[config.mk]
export PLATFORM = sky130hd
export DESIGN_NAME = touch_key_event_generator
export DESIGN_NICKNAME = d
export VERILOG_FILES = /design/src/tkeg_pkg.sv /design/src/tkeg_front.sv /design/src/tkeg_back.sv /design/src/tkeg_outq.sv /design/src/touch_key_event_generator.sv
export VERILOG_INCLUDE_DIRS = /design/src /design/src/src
export SDC_FILE = /design/constraint.sdc
export NUM_CORES = 1
export LEC_CHECK = 0
export CAP_MARGIN = 40
export CORE_MARGIN = 1.5
export CORE_UTILIZATION = 45
export CTS_BUF_LIST = sky130_fd_sc_hd__clkbuf_2 sky130_fd_sc_hd__clkbuf_4 sky130_fd_sc_hd__clkbuf_8
export CTS_CLUSTER_SIZE = 28
export DETAILED_ROUTE_END_ITERATION = 6
export DONT_BUFFER_PORTS = 1
export PLACE_DENSITY = 0.59
export RECOVER_POWER = 50
export SYNTH_ARGS = -nofsm -noshare
export SYNTH_HDL_FRONTEND = slang
export SYNTH_HIERARCHICAL = 1
export SYNTH_SLANG_ARGS = --single-unit
export TNS_END_PERCENT = 5
[constraint.sdc]
create_clock -name clk_i -period 3.4 [get_ports clk_i]
set_input_delay 0.34 -clock clk_i [delete_from_list [all_inputs] [get_ports clk_i]]
set_output_delay 0.34 -clock clk_i [all_outputs]
set_load 0.02 [all_outputs]
[src/touch_key_event_generator_assert.svh]
// Assertion macros shared by the touch key event generator modules.
// Needs clk_i and rst_ni in the scope of every use.
`ifndef TOUCH_KEY_EVENT_GENERATOR_ASSERT_SVH
`define TOUCH_KEY_EVENT_GENERATOR_ASSERT_SVH

// Check a property on every rising clock edge outside reset.
`define TKEG_ASSERT(label, prop, msg) \
  label: assert property (@(posedge clk_i) disable iff (!rst_ni) (prop)) else $error(msg);

// Check an implication: when the antecedent holds, the consequent holds in the same cycle.
`define TKEG_ASSERT_IMP(label, ante, cons, msg) \
  `TKEG_ASSERT(label, (ante) |-> (cons), msg)

`endif

[src/tkeg_pkg.sv]
// Package of the touch key event generator: types, codes and reset constants.
// No dependencies; used by every module of the block.
package tkeg_pkg;

  localparam int unsigned KeyCountDefault = 12;
  localparam int unsigned MapW            = 12;
  localparam int unsigned MsW             = 16;
  localparam int unsigned KeyIdxOutW      = 4;
  localparam int unsigned OutDepth        = 4;

  localparam logic [MsW-1:0] WindowReset   = 16'd250;
  localparam logic [MsW-1:0] IntervalReset = 16'd125;

  typedef enum logic [0:0] {
    REG_DOUBLE_WINDOW   = 1'b0,
    REG_REPEAT_INTERVAL = 1'b1
  } tkeg_reg_e;

  typedef enum logic [1:0] {
    KIND_PRESSED  = 2'd0,
    KIND_DOUBLE   = 2'd1,
    KIND_REPEATED = 2'd2,
    KIND_RELEASED = 2'd3
  } tkeg_kind_e;

  // One accepted input transaction, classified as tick or scan.
  typedef struct packed {
    logic            scan;
    logic [MapW-1:0] keys;
  } tkeg_item_t;

  // One result transaction.
  typedef struct packed {
    logic [KeyIdxOutW-1:0] key_index;
    tkeg_kind_e            kind;
    logic [MsW-1:0]        count;
    logic                  last;
  } tkeg_event_t;

  // Handshake between the input queue and the scan engine.
  typedef struct packed {
    logic       valid;
    tkeg_item_t item;
  } tkeg_front_t;

endpackage

[src/tkeg_front.sv]
// Input side of the touch key event generator: a two-entry queue that takes
// tick and scan transactions and presents them, classified, to the scan engine.
// Depends on tkeg_pkg.
module tkeg_front (
  input  logic                      clk_i,
  input  logic                      rst_ni,
  input  logic                      push,
  output logic                      full,
  input  logic                      action_i,
  input  logic [tkeg_pkg::MapW-1:0] touched_keys_i,
  output tkeg_pkg::tkeg_front_t     front_o,
  input  logic                      item_pop_i
);

  tkeg_pkg::tkeg_item_t mem_q [2];
  logic       wr_ptr_q, wr_ptr_d;
  logic       rd_ptr_q, rd_ptr_d;
  logic [1:0] cnt_q, cnt_d;
  logic       do_push, do_pop;

  assign full    = (cnt_q == 2'd2);
  assign do_push = push && !full;
  assign do_pop  = item_pop_i && (cnt_q != 2'd0);

  assign front_o.valid = (cnt_q != 2'd0);
  assign front_o.item  = mem_q[rd_ptr_q];

  always_comb begin
    wr_ptr_d = wr_ptr_q;
    rd_ptr_d = rd_ptr_q;
    cnt_d    = cnt_q;
    if (do_push) begin
      wr_ptr_d = ~wr_ptr_q;
    end
    if (do_pop) begin
      rd_ptr_d = ~rd_ptr_q;
    end
    if (do_push && !do_pop) begin
      cnt_d = cnt_q + 2'd1;
    end else if (!do_push && do_pop) begin
      cnt_d = cnt_q - 2'd1;
    end
  end

  always_ff @(posedge clk_i or negedge rst_ni) begin
    if (!rst_ni) begin
      wr_ptr_q <= 1'b0;
      rd_ptr_q <= 1'b0;
      cnt_q    <= 2'd0;
    end else begin
      wr_ptr_q <= wr_ptr_d;
      rd_ptr_q <= rd_ptr_d;
      cnt_q    <= cnt_d;
    end
  end

  // Classify on entry: action high marks a scan.
  always_ff @(posedge clk_i) begin
    if (do_push) begin
      mem_q[wr_ptr_q].scan <= action_i;
      mem_q[wr_ptr_q].keys <= touched_keys_i;
    end
  end

endmodule

[src/tkeg_back.sv]
// Scan engine of the touch key event generator: configuration registers, the
// shared millisecond counter, repeat count, previous bitmap and the key walk.
// Depends on tkeg_pkg and touch_key_event_generator_assert.svh.
`include "touch_key_event_generator_assert.svh"

module tkeg_back #(
  parameter int unsigned KEY_COUNT = tkeg_pkg::KeyCountDefault
) (
  input  logic                     clk_i,
  input  logic                     rst_ni,
  input  logic                     cfg_we_i,
  input  tkeg_pkg::tkeg_reg_e      cfg_idx_i,
  input  logic [tkeg_pkg::MsW-1:0] cfg_wdata_i,
  input  tkeg_pkg::tkeg_front_t    front_i,
  output logic                     item_pop_o,
  output logic                     ev_push_o,
  output tkeg_pkg::tkeg_event_t    ev_o,
  input  logic                     ev_full_i
);

  localparam int unsigned NumKeys =
    (KEY_COUNT < tkeg_pkg::MapW) ? KEY_COUNT : tkeg_pkg::MapW;
  localparam int unsigned KeyIdxW = (NumKeys > 1) ? $clog2(NumKeys) : 1;
  localparam logic [KeyIdxW-1:0] LastKey = KeyIdxW'(NumKeys - 1);

  typedef enum logic [2:0] {
    S_IDLE  = 3'b001,
    S_SCAN  = 3'b010,
    S_FLUSH = 3'b100
  } state_e;

  state_e                     state_q, state_d;
  logic [KeyIdxW-1:0]         key_q, key_d;
  logic [NumKeys-1:0]         now_q, now_d;
  logic [NumKeys-1:0]         prev_q, prev_d;
  logic [tkeg_pkg::MsW-1:0]   el_q, el_d;
  logic [tkeg_pkg::MsW-1:0]   rep_q, rep_d;
  logic [tkeg_pkg::MsW-1:0]   win_q, intv_q;
  logic                       pend_v_q, pend_v_d;
  tkeg_pkg::tkeg_event_t      pend_q, pend_d;

  logic                       is_t, was_t, fire, stall;
  tkeg_pkg::tkeg_kind_e       kind;
  logic [tkeg_pkg::MsW-1:0]   rep_new, el_new;

  assign is_t  = now_q[key_q];
  assign was_t = prev_q[key_q];

  // Judge the current key against the counter as earlier keys left it.
  always_comb begin
    fire    = 1'b0;
    kind    = tkeg_pkg::KIND_PRESSED;
    rep_new = rep_q;
    el_new  = el_q;
    if (is_t && !was_t) begin
      fire    = 1'b1;
      kind    = (el_q <= win_q) ? tkeg_pkg::KIND_DOUBLE : tkeg_pkg::KIND_PRESSED;
      rep_new = '0;
      el_new  = '0;
    end else if (is_t && was_t) begin
      if (el_q >= intv_q) begin
        fire    = 1'b1;
        kind    = tkeg_pkg::KIND_REPEATED;
        rep_new = rep_q + 16'd1;
        el_new  = '0;
      end
    end else if (!is_t && was_t) begin
      fire    = 1'b1;
      kind    = tkeg_pkg::KIND_RELEASED;
      rep_new = '0;
    end
  end

  assign stall = fire && pend_v_q && ev_full_i;

  always_comb begin
    state_d    = state_q;
    key_d      = key_q;
    now_d      = now_q;
    prev_d     = prev_q;
    el_d       = el_q;
    rep_d      = rep_q;
    pend_v_d   = pend_v_q;
    pend_d     = pend_q;
    item_pop_o = 1'b0;
    ev_push_o  = 1'b0;
    ev_o       = pend_q;
    ev_o.last  = (state_q == S_FLUSH);
    unique case (state_q)
      S_IDLE: begin
        if (front_i.valid) begin
          item_pop_o = 1'b1;
          if (front_i.item.scan) begin
            now_d   = front_i.item.keys[NumKeys-1:0];
            key_d   = '0;
            state_d = S_SCAN;
          end else if (el_q != '1) begin
            el_d = el_q + 16'd1;
          end
        end
      end
      S_SCAN: begin
        if (!stall) begin
          el_d  = el_new;
          rep_d = rep_new;
          if (fire) begin
            ev_push_o        = pend_v_q;
            pend_v_d         = 1'b1;
            pend_d.key_index = tkeg_pkg::KeyIdxOutW'(key_q);
            pend_d.kind      = kind;
            pend_d.count     = rep_new;
            pend_d.last      = 1'b0;
          end
          if (key_q == LastKey) begin
            prev_d  = now_q;
            state_d = S_FLUSH;
          end else begin
            key_d = key_q + KeyIdxW'(1);
          end
        end
      end
      S_FLUSH: begin
        if (!pend_v_q) begin
          state_d = S_IDLE;
        end else if (!ev_full_i) begin
          ev_push_o = 1'b1;
          pend_v_d  = 1'b0;
          state_d   = S_IDLE;
        end
      end
      default: begin
        state_d = S_IDLE;
      end
    endcase
  end

  always_ff @(posedge clk_i or negedge rst_ni) begin
    if (!rst_ni) begin
      state_q  <= S_IDLE;
      key_q    <= '0;
      prev_q   <= '0;
      el_q     <= '0;
      rep_q    <= '0;
      pend_v_q <= 1'b0;
      win_q    <= tkeg_pkg::WindowReset;
      intv_q   <= tkeg_pkg::IntervalReset;
    end else begin
      state_q  <= state_d;
      key_q    <= key_d;
      prev_q   <= prev_d;
      el_q     <= el_d;
      rep_q    <= rep_d;
      pend_v_q <= pend_v_d;
      if (cfg_we_i) begin
        unique case (cfg_idx_i)
          tkeg_pkg::REG_DOUBLE_WINDOW:   win_q  <= cfg_wdata_i;
          tkeg_pkg::REG_REPEAT_INTERVAL: intv_q <= cfg_wdata_i;
          default: ;
        endcase
      end
    end
  end

  always_ff @(posedge clk_i) begin
    now_q  <= now_d;
    pend_q <= pend_d;
  end

  `TKEG_ASSERT_IMP(a_key_in_range, state_q == S_SCAN, key_q <= LastKey, "key index past last key")
  `TKEG_ASSERT_IMP(a_no_push_full, ev_push_o, !ev_full_i, "event pushed into full queue")
  `TKEG_ASSERT(a_flush_drains, (state_q == S_FLUSH && state_d == S_IDLE) |=> !pend_v_q, "pending event left after scan")

endmodule

[src/tkeg_outq.sv]
// Result queue of the touch key event generator: holds finished events until
// they are popped. Depends on tkeg_pkg and touch_key_event_generator_assert.svh.
`include "touch_key_event_generator_assert.svh"

module tkeg_outq (
  input  logic                  clk_i,
  input  logic                  rst_ni,
  input  logic                  ev_push_i,
  input  tkeg_pkg::tkeg_event_t ev_i,
  output logic                  ev_full_o,
  output logic                  empty,
  input  logic                  pop,
  output tkeg_pkg::tkeg_event_t ev_o
);

  localparam int unsigned PtrW = $clog2(tkeg_pkg::OutDepth);
  localparam int unsigned CntW = PtrW + 1;
  localparam logic [CntW-1:0] Depth = CntW'(tkeg_pkg::OutDepth);

  tkeg_pkg::tkeg_event_t mem_q [tkeg_pkg::OutDepth];
  logic [PtrW-1:0] wr_ptr_q, rd_ptr_q;
  logic [CntW-1:0] cnt_q;
  logic            do_push, do_pop;

  assign ev_full_o = (cnt_q == Depth);
  assign empty     = (cnt_q == '0);
  assign do_push   = ev_push_i && !ev_full_o;
  assign do_pop    = pop && !empty;
  assign ev_o      = mem_q[rd_ptr_q];

  always_ff @(posedge clk_i or negedge rst_ni) begin
    if (!rst_ni) begin
      wr_ptr_q <= '0;
      rd_ptr_q <= '0;
      cnt_q    <= '0;
    end else begin
      if (do_push) begin
        wr_ptr_q <= wr_ptr_q + PtrW'(1);
      end
      if (do_pop) begin
        rd_ptr_q <= rd_ptr_q + PtrW'(1);
      end
      if (do_push && !do_pop) begin
        cnt_q <= cnt_q + CntW'(1);
      end else if (!do_push && do_pop) begin
        cnt_q <= cnt_q - CntW'(1);
      end
    end
  end

  always_ff @(posedge clk_i) begin
    if (do_push) begin
      mem_q[wr_ptr_q] <= ev_i;
    end
  end

  `TKEG_ASSERT(a_cnt_bound, cnt_q <= Depth, "result queue count overflow")
  `TKEG_ASSERT(a_idle_hold, (!ev_push_i && !pop) |=> $stable(cnt_q), "result queue count moved while idle")

endmodule

[src/touch_key_event_generator.sv]
// Touch key event generator. Accepts two kinds of input transaction on a queue
// style port: a one-millisecond tick (action_i low), which advances a shared
// saturating millisecond counter, and a scan (action_i high) with the touch
// bitmap of up to twelve keys. A scan walks the keys in order, one key per
// cycle while the result queue has room. The scan engine loads the bitmap,
// then takes the keys one at a time, then marks the final event, and waits
// while the result queue is full. Each key's change may clear the counter
// and the repeat count before the next key is judged. New touches give
// pressed or double pressed, held keys that reach the repeat interval give
// repeated, releases give released; the final event of a scan carries
// last_of_scan_o. Inputs wait in a two-entry queue and results in a
// four-entry queue, so either side may stall on its own. Write the two
// configuration registers (double press window, repeat interval) only while
// the block is idle.
// Depends on tkeg_pkg, tkeg_front, tkeg_back and tkeg_outq.
module touch_key_event_generator #(
  parameter int unsigned KEY_COUNT = tkeg_pkg::KeyCountDefault
) (
  input  logic                            clk_i,
  input  logic                            rst_ni,
  // Configuration writes
  input  logic                            cfg_we_i,
  input  tkeg_pkg::tkeg_reg_e             cfg_idx_i,
  input  logic [tkeg_pkg::MsW-1:0]        cfg_wdata_i,
  // Input transactions
  input  logic                            push,
  output logic                            full,
  input  logic                            action_i,
  input  logic [tkeg_pkg::MapW-1:0]       touched_keys_i,
  // Result transactions
  output logic                            empty,
  input  logic                            pop,
  output logic [tkeg_pkg::KeyIdxOutW-1:0] key_index_o,
  output logic [1:0]                      event_kind_o,
  output logic [tkeg_pkg::MsW-1:0]        repeat_count_o,
  output logic                            last_of_scan_o
);

  tkeg_pkg::tkeg_front_t front;
  tkeg_pkg::tkeg_event_t ev_in, ev_out;
  logic                  item_pop, ev_push, ev_full;

  // Accept and classify input transactions.
  tkeg_front u_front (
    .clk_i          (clk_i),
    .rst_ni         (rst_ni),
    .push           (push),
    .full           (full),
    .action_i       (action_i),
    .touched_keys_i (touched_keys_i),
    .front_o        (front),
    .item_pop_i     (item_pop)
  );

  // Advance the counter on ticks; walk the keys on scans.
  tkeg_back #(
    .KEY_COUNT (KEY_COUNT)
  ) u_back (
    .clk_i       (clk_i),
    .rst_ni      (rst_ni),
    .cfg_we_i    (cfg_we_i),
    .cfg_idx_i   (cfg_idx_i),
    .cfg_wdata_i (cfg_wdata_i),
    .front_i     (front),
    .item_pop_o  (item_pop),
    .ev_push_o   (ev_push),
    .ev_o        (ev_in),
    .ev_full_i   (ev_full)
  );

  // Hold finished events until popped.
  tkeg_outq u_outq (
    .clk_i     (clk_i),
    .rst_ni    (rst_ni),
    .ev_push_i (ev_push),
    .ev_i      (ev_in),
    .ev_full_o (ev_full),
    .empty     (empty),
    .pop       (pop),
    .ev_o      (ev_out)
  );

  assign key_index_o    = ev_out.key_index;
  assign event_kind_o   = ev_out.kind;
  assign repeat_count_o = ev_out.count;
  assign last_of_scan_o = ev_out.last;

endmodule

# Yosys cells after proc, flatten, opt, wreduce, memory -nomap -nowiden

Memories as Yosys holds them, arrays and structs flattened.
Cells that the tools add are included.

Register bits after elaboration: 129
Memory bits (writable): 118
Memories: 2
Input bits: 35
Logic and storage cells: 149

Memory list:

| name          | depth | bits a word | rd ports | clocked after Yosys merged registers in | wr ports | RTL line         | text |
|---|---|---|---|---|---|---|---|
| u_outq.mem_q  | 4     | 23          | 1        | 0                                       | 1        | tkeg_outq.sv:20  | `tkeg_pkg::tkeg_event_t mem_q [tkeg_pkg::OutDepth];` |
| u_front.mem_q | 2     | 13          | 1        | 0                                       | 1        | tkeg_front.sv:15 | `tkeg_pkg::tkeg_item_t mem_q [2];` |

$add $sub $neg: 9
Bitwise operators: 4
Reduce and logical (&&, ||, !) cells: 38
Mux-type cells: 57
Equality and inequality tests: 18
Order comparisons: 3

Operators with widths:

| kind                                                             | number |
|---|---|
| 16-bit 2-to-1 mux                                                | 11 |
| 16-bit by 1-bit adder with 16-bit output (second input constant) | 2 |
| 16-bit case mux with 2 select lines                              | 1 |
| 3-bit 2-to-1 mux                                                 | 8 |
| 1-bit 2-to-1 mux                                                 | 21 |
| 16-bit >= comparator                                             | 1 |
| 16-bit <= comparator                                             | 1 |
| 4-bit 2-to-1 mux                                                 | 4 |
| 16-bit != test (second input constant)                           | 1 |
| 1-bit logical AND                                                | 13 |
| 2-bit 2-to-1 mux                                                 | 6 |
| 3-bit AND reduction                                              | 4 |
| 2-bit != test (second input constant)                            | 5 |
| 5-bit AND reduction                                              | 2 |
| 2-bit nonzero test                                               | 5 |
| 1-bit zero test                                                  | 9 |
| 3-bit case mux with 3 select lines                               | 1 |
| 1-bit binary-select mux with 4-bit select                        | 2 |
| 4-bit case mux with 2 select lines                               | 1 |
| 7-bit AND reduction                                              | 1 |
| 2-bit by 1-bit adder with 2-bit output (second input constant)   | 3 |
| 3-bit equality test (second input constant)                      | 2 |
| 2-bit by 1-bit != test with 1-bit output (second input constant) | 3 |
| 3-bit by 1-bit != test with 1-bit output (second input constant) | 2 |
| 14 further kinds                                                 | 20 |

# Depth between registers and ports, before layout

Gate-level depths: netlist of the first run.

Depth in word-level cells: 16
Depth in mapped cells: 17
Mapped depth without buffers: 16

# By module

Netlist of the first run, hierarchy kept.

By module, submodules not included:

| module     | cells an instance | times used | sequential area each (µm²) | area an instance (µm²) |
|---|---|---|---|---|
| tkeg_back  | 581               | 1          | 3139.3                     | 6343.6 |
| tkeg_outq  | 157               | 1          | 2937.8                     | 3773.6 |
| tkeg_front | 59                | 1          | 880.8                      | 1141.1 |

# Worst setup path before layout of the first run

Ideal clock, no wire load.

Kind: register to register
From: register u_back/el_q[9] (netlist name)
To: register u_outq.cnt_q[2]
Slack: 0.002 ns
Data arrival time: 3.319 ns
Buffers on the path: 1
Setup time: 0.079 ns
Stages on the path, launching flop included: 17
Data required time: 3.321 ns
Cell sequence: dfrtp_1 > ha_1 > and4_1 > nand2_1 > or3_4 > a31o_4 > o21ai_2 > nand2_1 > a211oi_1 > nor2b_1 > buf_6 > ha_1 > inv_1 > fa_1 > xor2_1 > nor2_1 > xor2_1

Longest elaborated chain between the ends: 12
Elaborated cells between the ends (all ways): 15
Classes of those cells: order compare (1); mux (7); reduce/logical (7)

RTL lines:

| what                                 | RTL line                        | text |
|---|---|---|
| from (decl)                          | tkeg_back.sv:36                 | `logic [tkeg_pkg::MsW-1:0] el_q, el_d;` |
| from (signal assigned)               | tkeg_back.sv:151                | `el_q <= el_d;` |
| 16-bit >= comparator *               | tkeg_back.sv:61                 | `if (el_q >= intv_q) begin` |
| 1-bit 2-to-1 mux *                   | tkeg_back.sv:61                 |  |
| 1-bit 2-to-1 mux *                   | tkeg_back.sv:60                 | `end else if (is_t && was_t) begin` |
| 1-bit 2-to-1 mux *                   | tkeg_back.sv:55                 | `if (is_t && !was_t) begin` |
| 1-bit logical AND (2 in series)      | tkeg_back.sv:74                 | `assign stall = fire && pend_v_q && ev_full_i;` |
| 1-bit 2-to-1 mux *                   | tkeg_back.sv:103                | `if (!stall) begin` |
| 1-bit case mux with 2 select lines * | tkeg_back.sv:89                 | `unique case (state_q)` |
| named net ev_push                    | touch_key_event_generator.sv:41 | `logic item_pop, ev_push, ev_full;` |
| 1-bit logical AND *                  | tkeg_outq.sv:27                 | `assign do_push = ev_push_i && !ev_full_o;` |
| named net u_outq.do_push             | tkeg_outq.sv:23                 | `logic do_push, do_pop;` |
| 1-bit zero test                      | tkeg_outq.sv:45                 | `end else if (!do_push && do_pop) begin` |
| 1-bit logical AND                    | tkeg_outq.sv:45                 |  |
| 2-bit nonzero test (no line)         | n/a                             |  |
| to (signal assigned)                 | tkeg_outq.sv:44                 | `cnt_q <= cnt_q + CntW'(1);` |
| to (signal assigned)                 | tkeg_outq.sv:46                 | `cnt_q <= cnt_q - CntW'(1);` |
| to (decl)                            | tkeg_outq.sv:22                 | `logic [CntW-1:0] cnt_q;` |

Mark *: on every way through the listed nets, which the timed path passes. The rest lies on a longest branch.
A chain may end at the register's enable or synchronous reset.

# Worst setup path after layout of the first run

From: register u_back/intv_q[6] (netlist name)
To: register u_outq.cnt_q[2]

Longest elaborated chain between the ends: 12
Elaborated cells between the ends (all ways): 15
Classes of those cells: order compare (1); mux (7); reduce/logical (7)

RTL lines:

| what                                 | RTL line                        | text |
|---|---|---|
| from (decl)                          | tkeg_back.sv:38                 | `logic [tkeg_pkg::MsW-1:0] win_q, intv_q;` |
| from (signal assigned)               | tkeg_back.sv:146                | `intv_q <= tkeg_pkg::IntervalReset;` |
| from (signal assigned)               | tkeg_back.sv:157                | `tkeg_pkg::REG_REPEAT_INTERVAL: intv_q <= cfg_wdata_i;` |
| 16-bit >= comparator *               | tkeg_back.sv:61                 |  |
| 1-bit 2-to-1 mux *                   | tkeg_back.sv:61                 |  |
| 1-bit 2-to-1 mux *                   | tkeg_back.sv:60                 |  |
| 1-bit 2-to-1 mux *                   | tkeg_back.sv:55                 |  |
| 1-bit logical AND (2 in series)      | tkeg_back.sv:74                 |  |
| 1-bit 2-to-1 mux *                   | tkeg_back.sv:103                |  |
| 1-bit case mux with 2 select lines * | tkeg_back.sv:89                 |  |
| named net ev_push                    | touch_key_event_generator.sv:41 |  |
| 1-bit logical AND *                  | tkeg_outq.sv:27                 |  |
| 1-bit zero test                      | tkeg_outq.sv:45                 |  |
| 1-bit logical AND                    | tkeg_outq.sv:45                 |  |
| 2-bit nonzero test (no line)         | n/a                             |  |

Marked as above.

==> results of run 1 <==
power by group:
group | switching (W) | internal [W] | total [W]
clock | 0.00117 | 0.00197 | 0.00314
combinational | 0.00142 | 0.000996 | 0.00241
sequential | 0.000249 | 0.00363 | 0.00388
per-layer routing:
metal / global-route usage (%) / part of all wire, %
met1: 22.4 / 43
met2: 30.5 / 50
met3: 3.57 / 4.7
met4: 6.48 / 2.9
met5: 0 / 0
state kept, by name (all words and copies together), names as in the netlist, 2 cells and up:
register	count
u_back/key_q	4
u_back/now_q	12
u_back/win_q	16
u_outq/wr_ptr_q	2
u_back/el_q	16
u_outq/cnt_q	3
u_back/intv_q	16
u_back/ev_o	22
u_back/prev_q	12
u_front/cnt_q	2
u_back/rep_q	16
u_back/state_q	3
u_front/mem_q	26
u_outq/mem_q	92
u_outq/rd_ptr_q	2
placed cells by master, fill, tap and decap left out, types with 4 or more instances in the layout:
cell | synthesis | final
mux4_1 | 8 | 8
inv_1 | 47 | 46
clkbuf_8 | 0 | 48
a31oi_1 | 18 | 18
and2_1 | 7 | 7
dfrtp_1 | 82 | 82
a21oi_1 | 30 | 30
a41oi_1 | 13 | 13
a22o_1 | 4 | 4
nand3_1 | 21 | 21
dfstp_2 | 13 | 13
nand4_1 | 6 | 6
o21a_1 | 10 | 10
o21ai_0 | 33 | 33
buf_4 | 3 | 39
mux2_4 | 10 | 10
clkinv_1 | 0 | 5
mux4_2 | 20 | 20
nand2_1 | 58 | 58
nor2_1 | 39 | 38
xor2_1 | 7 | 7
and4_1 | 5 | 5
bufinv_16 | 0 | 7
a21o_1 | 8 | 8
xnor2_1 | 16 | 16
buf_12 | 1 | 4
and3_1 | 15 | 14
clkbuf_4 | 0 | 13
mux2_2 | 38 | 38
nand2b_1 | 4 | 4
dlygate4sd3_1 | 0 | 32
nor3_1 | 7 | 7
ha_1 | 41 | 38
edfxtp_1 | 152 | 152
worst max-delay path, cell delays in order, from the launching register on:
cell and delay, ns:
dfstp_2 0.52, inv_1 0.06, ha_4 0.27, and3_4 0.18, o211ai_1 0.09, or3_4 0.35
a31o_4 0.26, o21ai_2 0.07, nand2_2 0.08, a211oi_2 0.24, nor2b_4 0.20, ha_4 0.13
inv_1 0.04, fa_2 0.33, xor2_1 0.15, nor2_1 0.13, xor2_1 0.19
cells in the mapped netlist (all sizes together), types with 3 or more instances:
library cell	instances
o21a	11
clkbuf	10
mux2i	3
o21ai	37
nand2	59
nand3	22
or3	4
a21oi	30
xor2	7
and2	7
and3	16
dfrtp	82
inv	47
dfstp	13
nand2b	4
or2	5
mux4	28
a31oi	19
a21o	9
nand4	6
ha	41
a22o	4
and4	5
buf	20
nor3	7
nor2	39
xnor2	16
nor2b	5
a211oi	3
mux2	48
a41oi	13
edfxtp	152
nor4	3
area by class of cell:
type,instances,area [sq um],share of cell area [%]
inverters,47,176,1.33
clock buffers,61,758,5.71
repair buffers,80,748,5.63
clock inverters,17,259,1.95
well taps,324,405,3.05
flip-flops and latches,247,6960,52.4
multi-input cells,473,3980,29.9
through the flow:
stage | std cells | utilization (%) | power (W) | setup WS, ns | area [sq um]
floorplan | 797 | - | 0.00571 | 0.00221 | 11300
global placement | 1134 | 48.4 | 0.00617 | -0.0141 | 11800
detailed placement | 1137 | 48.6 | 0.00629 | -0.138 | 11900
CTS | 1249 | 54.3 | 0.00955 | 0.00155 | 13300
global route | 1249 | 54.3 | 0.00995 | -0.0874 | 13300
finish | 1249 | 54.3 | 0.00943 | 0.0328 | 13300
logic make-up (layout without fill, tap and decap cells):
group | after synthesis | count (layout)
flops | 247 | 247
simple gates | 188 | 188
compound gates | 141 | 141
mux | 79 | 79
buf+inv | 77 | 205
fa+ha+maj | 42 | 42
xor+xnor | 23 | 23
final timing paths:
kind | to | slack [ns] | from
min | u_back/win_q[0] | 0.07 | cfg_idx_i
max reg2reg | u_outq/cnt_q[2] | 0.03 | u_back/intv_q[6]
min reg2reg | u_outq/mem_q[1][7] | 0.50 | u_back/ev_o[7]
max in group asynchronous | u_back/win_q[10] | 0.79 | rst_ni
max | u_outq/cnt_q[2] | 0.03 | u_back/intv_q[6]
min in group asynchronous | u_back/rep_q[5] | 1.21 | rst_ni
timing repair:
action | in CTS | in global routing
buffers inserted | 1 | 0
gates resized for setup | 7 | 4
endpoints found under the setup margin | 2 | 2
hold buffers | 33 | 0
hold endpoints to repair | 155 | 0
pin swaps | 3 | 4
==> results.sh, run 1 <==
export IMPL_status="finished, violations left"
export IMPL_failed_checks="capacitance limit, slew limit"
export IMPL_syn_num_nets=874
export IMPL_die_h_microns=161
export IMPL_crit_fanout=3
export IMPL_fp_dieArea_sq_um=26000
export IMPL_area_growth_syn_to_layout_pct=18.0
export IMPL_clk_latency_ns=0.54
export IMPL_synth_area_per_cell_sq_um=14.1
export IMPL_post_drt_wl_per_cell_microns=17.6
export IMPL_grt_pass1_wl_microns=36700
export IMPL_synth_area_leaders="edfxtp_1 (41%), dfrtp_1 (18%), ha_1 (4.6%), mux4_2 (4.0%), mux2_2 (3.8%)"
export IMPL_dieWidth_microns=161
export IMPL_grt_antenna_before_repair=0
export IMPL_drt_iter0_drc=290
export IMPL_path_clk_slew_ns=0.06
export IMPL_synth_edff_count=152
export IMPL_rsz0062_at_grt="yes"
export IMPL_dp_hpwl_microns=14500
export IMPL_wl_microns=21900
export IMPL_drt_vias_per_instance=5.43
export IMPL_critPathKind="flop to flop"
export IMPL_synth_top_area_share_pct=40.5
export IMPL_num_antenna_cells=0
export IMPL_synth_flop_cell="edfxtp_1"
export IMPL_ys_ff_latch=247
export IMPL_overflow=0
export IMPL_worstPathRequired_ns=3.85
export IMPL_yosys_area_share_adder_pct=4.73
export IMPL_netlist_instances=797
export IMPL_initial_core_util_pct=46.0
export IMPL_gp_congestion=0.837
export IMPL_maxSlewHeadroom_pct=-62.2
export IMPL_core_sq_um=24500
export IMPL_cts_tree="built"
export IMPL_synth_mux_area_share_pct=11.3
export IMPL_clk_path_buf_depth=3
export IMPL_cts_root_buf="clkbuf_8"
export IMPL_final_antenna_net_count=0
export IMPL_holdPathStages=2
export IMPL_synth_top_family_by_area="multiplexers"
export IMPL_power_density_nw_per_um2=710
export IMPL_setup_viol=0
export IMPL_hold_class="primary input to flop"
export IMPL_period_needed_ns=3.37
export IMPL_drt_pass1_iterations=5
export IMPL_synth_warning_count=6
export IMPL_setup_worst_path_start_class="flop"
export IMPL_ys_async_sr_fraction_pct=38.5
export IMPL_boundaryPins=60
export IMPL_r2r_cells=16
export IMPL_synth_xor_area_share_pct=1.79
export IMPL_via_count=6788
export IMPL_fp_row_count=57
export IMPL_final_setup_tns_ns=0
export IMPL_final_period_utilization_pct=99.0
export IMPL_clock_skew_ns=0.0155
export IMPL_drive_above_1_share_pct=25.1
export IMPL_fillCellCount=1970
export IMPL_grt_pass1_vias=7198
export IMPL_cap_violations=1
export IMPL_ys_seq_area_share_pct=61.8
export IMPL_max_freq_ghz=0.297
export IMPL_htreeDepth=2
export IMPL_ir_worst_vdd_v=0.000464
export IMPL_grt_total_usage_pct=17.8
export IMPL_worstSetupEndpointType="flop"
export IMPL_cp_arrival_ns=3.81
export IMPL_numCtsBuffers=43
export IMPL_drc=0
export IMPL_worstMarginPinSlew_ns=2.43
export IMPL_whs_ns=0.0722
export IMPL_hold_violations=0
export IMPL_yosys_cell_types_count=67
export IMPL_grt_start_max_net_pins=96
export IMPL_clock_sinks=247
export IMPL_leakage_nw=5.30
export IMPL_synth_top_area_cell="edfxtp_1"
export IMPL_yosys_area_share_simple_pct=8.40
export IMPL_port_buffers=0
export IMPL_syn_cell_area_sq_um=11300
export IMPL_synth_compound_area_share_pct=8.57
export IMPL_drv_slew=96
export IMPL_nNetsFinal=969
Note: power is estimated with default switching activity, not from simulation.
==> inputs of run 2 (changes only) <==
Settings changed: PLACE_DENSITY 0.59 to 0.57.
Clock period 3.4 ns to 3.65 ns, I/O delays scaled along.
==> run 2 against run 1 <==
The run still ends with capacitance limit, slew limit left. Clock skew rose by 0.026 ns. Sequential power fell by 7.2%. Flip-flop and latch count did not move. Worst setup slack improved by 0.17 ns. Largest power group unchanged. Non-clock buffer count fell by 19. Critical endpoint unchanged. Clock-buffer cell count fell by 3. Global-route usage fell by 0.53 points. Clock power fell by 24%.
==> results.sh, run 2 (synthesis gave the netlist of run 1 again) <==
export IMPL_status="finished, violations left"
export IMPL_failed_checks="capacitance limit, slew limit"
export IMPL_drc=0
export IMPL_ir_worst_vdd_v=0.000395
export IMPL_worstMarginPinSlew_ns=2.46
export IMPL_hold_end="u_outq/rd_ptr_q[0]"
export IMPL_clk_latency_ns=0.56
export IMPL_overflow=0
export IMPL_worst_r2r_startpoint="u_back/intv_q[6]"
export IMPL_fp_dieArea_sq_um=26000
export IMPL_final_setup_tns_ns=0
export IMPL_cts_tree="built"
export IMPL_cap_violations=1
export IMPL_post_route_cell_area_sq_um=12900
export IMPL_grt_antenna_before_repair=0
export IMPL_critPathBufInv=2
export IMPL_critPathKind="flop to flop"
export IMPL_drt_vias_per_instance=5.42
export IMPL_dieWidth_microns=161
export IMPL_maxSlewHeadroom_pct=-64.3
export IMPL_setup_viol=0
export IMPL_worstSetupEndpointType="flop"
export IMPL_cts_setup_buffers=0
export IMPL_power_w=0.00817
export IMPL_drt_iter0_drc=420
export IMPL_port_buffers=0
export IMPL_slowest_stage="dfstp_2"
export IMPL_num_antenna_cells=0
export IMPL_cp_arrival_ns=3.90
export IMPL_final_cell_mix="edfxtp_1 (152), dfrtp_1 (81), nand2_1 (58), inv_1 (47), clkbuf_8 (43)"
export IMPL_initial_core_util_pct=46.0
export IMPL_multiInputGateArea_sq_um=3930
export IMPL_grt_pass1_vias=6905
export IMPL_drv_slew=96
export IMPL_nNetsFinal=949
export IMPL_drt_pass1_iterations=5
export IMPL_wl_microns=21600
export IMPL_clock_sinks=247
export IMPL_hp_start="pop"
export IMPL_grt_total_usage_pct=17.3
export IMPL_gp_congestion=0.854
export IMPL_cts_root_buf="clkbuf_8"
export IMPL_boundaryPins=60
export IMPL_path_clk_slew_ns=0.06
export IMPL_path_cells="inv_1, ha_1, and3_1, o211ai_1, or3_4, a31o_4, o21ai_2, nand2_1, a211oi_2, nor2b_2, ha_1, inv_1, fa_1, xor2_1, nor2_1, xor2_1"
export IMPL_path_depth=16
export IMPL_htreeDepth=2
export IMPL_cp_top_family="simple AND/OR/NAND/NOR gates"
export IMPL_final_antenna_net_count=0
export IMPL_final_common_cell="edfxtp_1"
export IMPL_leakage_nw=5.11
export IMPL_hold_class="primary input to flop"
export IMPL_core_sq_um=24500
export IMPL_drive_above_1_share_pct=22.3
export IMPL_largest_register="u_outq/mem_q"
export IMPL_fillCellCount=2051
export IMPL_holdPathStages=2
export IMPL_dp_hpwl_microns=14200
export IMPL_clock_skew_ns=0.0419
export IMPL_setup_worst_path_start_class="flop"
export IMPL_rrSetupSlack_ns=0.20
export IMPL_largest_reg_flops=92
export IMPL_dpl_instance_area_sq_um=11700
export IMPL_numCtsBuffers=42
export IMPL_rsz0062_at_grt="no"
export IMPL_crit_fanout=3
export IMPL_r2r_end="u_outq/cnt_q[2]"
export IMPL_hold_violations=0
export IMPL_power_density_nw_per_um2=635
export IMPL_worstPathRequired_ns=4.11
export IMPL_final_period_utilization_pct=94.4
export IMPL_grt_start_max_net_pins=96
export IMPL_die_h_microns=161
export IMPL_regArea_sq_um=6960
export IMPL_grt_pass1_wl_microns=35600
export IMPL_clk_path_buf_depth=3
export IMPL_crit_path_start="u_back/intv_q[6]"
export IMPL_max_freq_ghz=0.290
export IMPL_slowest_delay_ns=0.52
export IMPL_via_count=6649
export IMPL_area_growth_syn_to_layout_pct=14.3
export IMPL_post_drt_wl_per_cell_microns=17.6
export IMPL_period_needed_ns=3.45
export IMPL_r2r_cells=16
export IMPL_fp_row_count=57
==> run 2: cell count changes in the layout (fill, tap and decap cells not counted), sizes merged <==
cell / delta
bufinv: -6
inv: +1
dlygate4sd3: -1
clkinvlp: -1
clkinv: +6
buf: -18
clkbuf: -3
==> run 2: metal layers <==
layer	vias to the layer above	track usage, %	wire [microns]
met3	45	3.36	851
met5	-	0	0
met4	0	6.10	501
li1	3154	-	-
met1	3304	22.6	9620
met2	146	28.8	10600
==> run 2: repair_timing <==
action | 4_1_cts | 5_1_grt
hold endpoints to repair | 154 | 0
hold buffers | 32 | 0
resized for setup | 0 | 3
endpoints found under the setup margin | 0 | 1
==> run 2: power by group <==
group | leakage, nW | total [W] | internal, W | switching [W]
clock network | 0.432 | 0.00239 | 0.00132 | 0.00106
logic | 2.08 | 0.00219 | 0.000874 | 0.00132
registers | 2.60 | 0.00360 | 0.00338 | 0.000212
total | 5.11 | 0.00817 | 0.00558 | 0.00259
==> run 2: layout make-up <==
| cell class | instances | share of cell area (%) |
|---|---|---|
| sequential | 247 | 54.1 |
| multi-input combinational | 473 | 30.5 |
| clock buffer | 58 | 5.47 |
| timing repair buffer | 61 | 4.61 |
| tap | 324 | 3.15 |
| inverter | 47 | 1.37 |
| clock inverter | 17 | 0.836 |
==> run 2: per-stage QoR <==
stage,hold WS (ns),instances,util (%),worst slack (ns)
detailed placement,0.0728,1120,48.0,0.168
global placement,0.0727,1117,47.8,0.259
floorplan,0.0694,797,-,0.252
global route,0.0517,1227,52.6,0.0000466
CTS,0.0240,1227,52.7,0.158
finish,0.0666,1227,52.6,0.204
==> run 2: worst max-delay path by stage <==
stage	endpoint	slack, ns
3_3_place_gp	u_outq/cnt_q[2]	0.26
3_5_place_dp	u_outq/cnt_q[2]	0.17
6_report	u_outq/cnt_q[2]	0.20
5_1_grt	u_outq/cnt_q[2]	0.00005
4_1_cts	u_outq/cnt_q[2]	0.16
2_1_floorplan	u_outq/cnt_q[2]	0.25
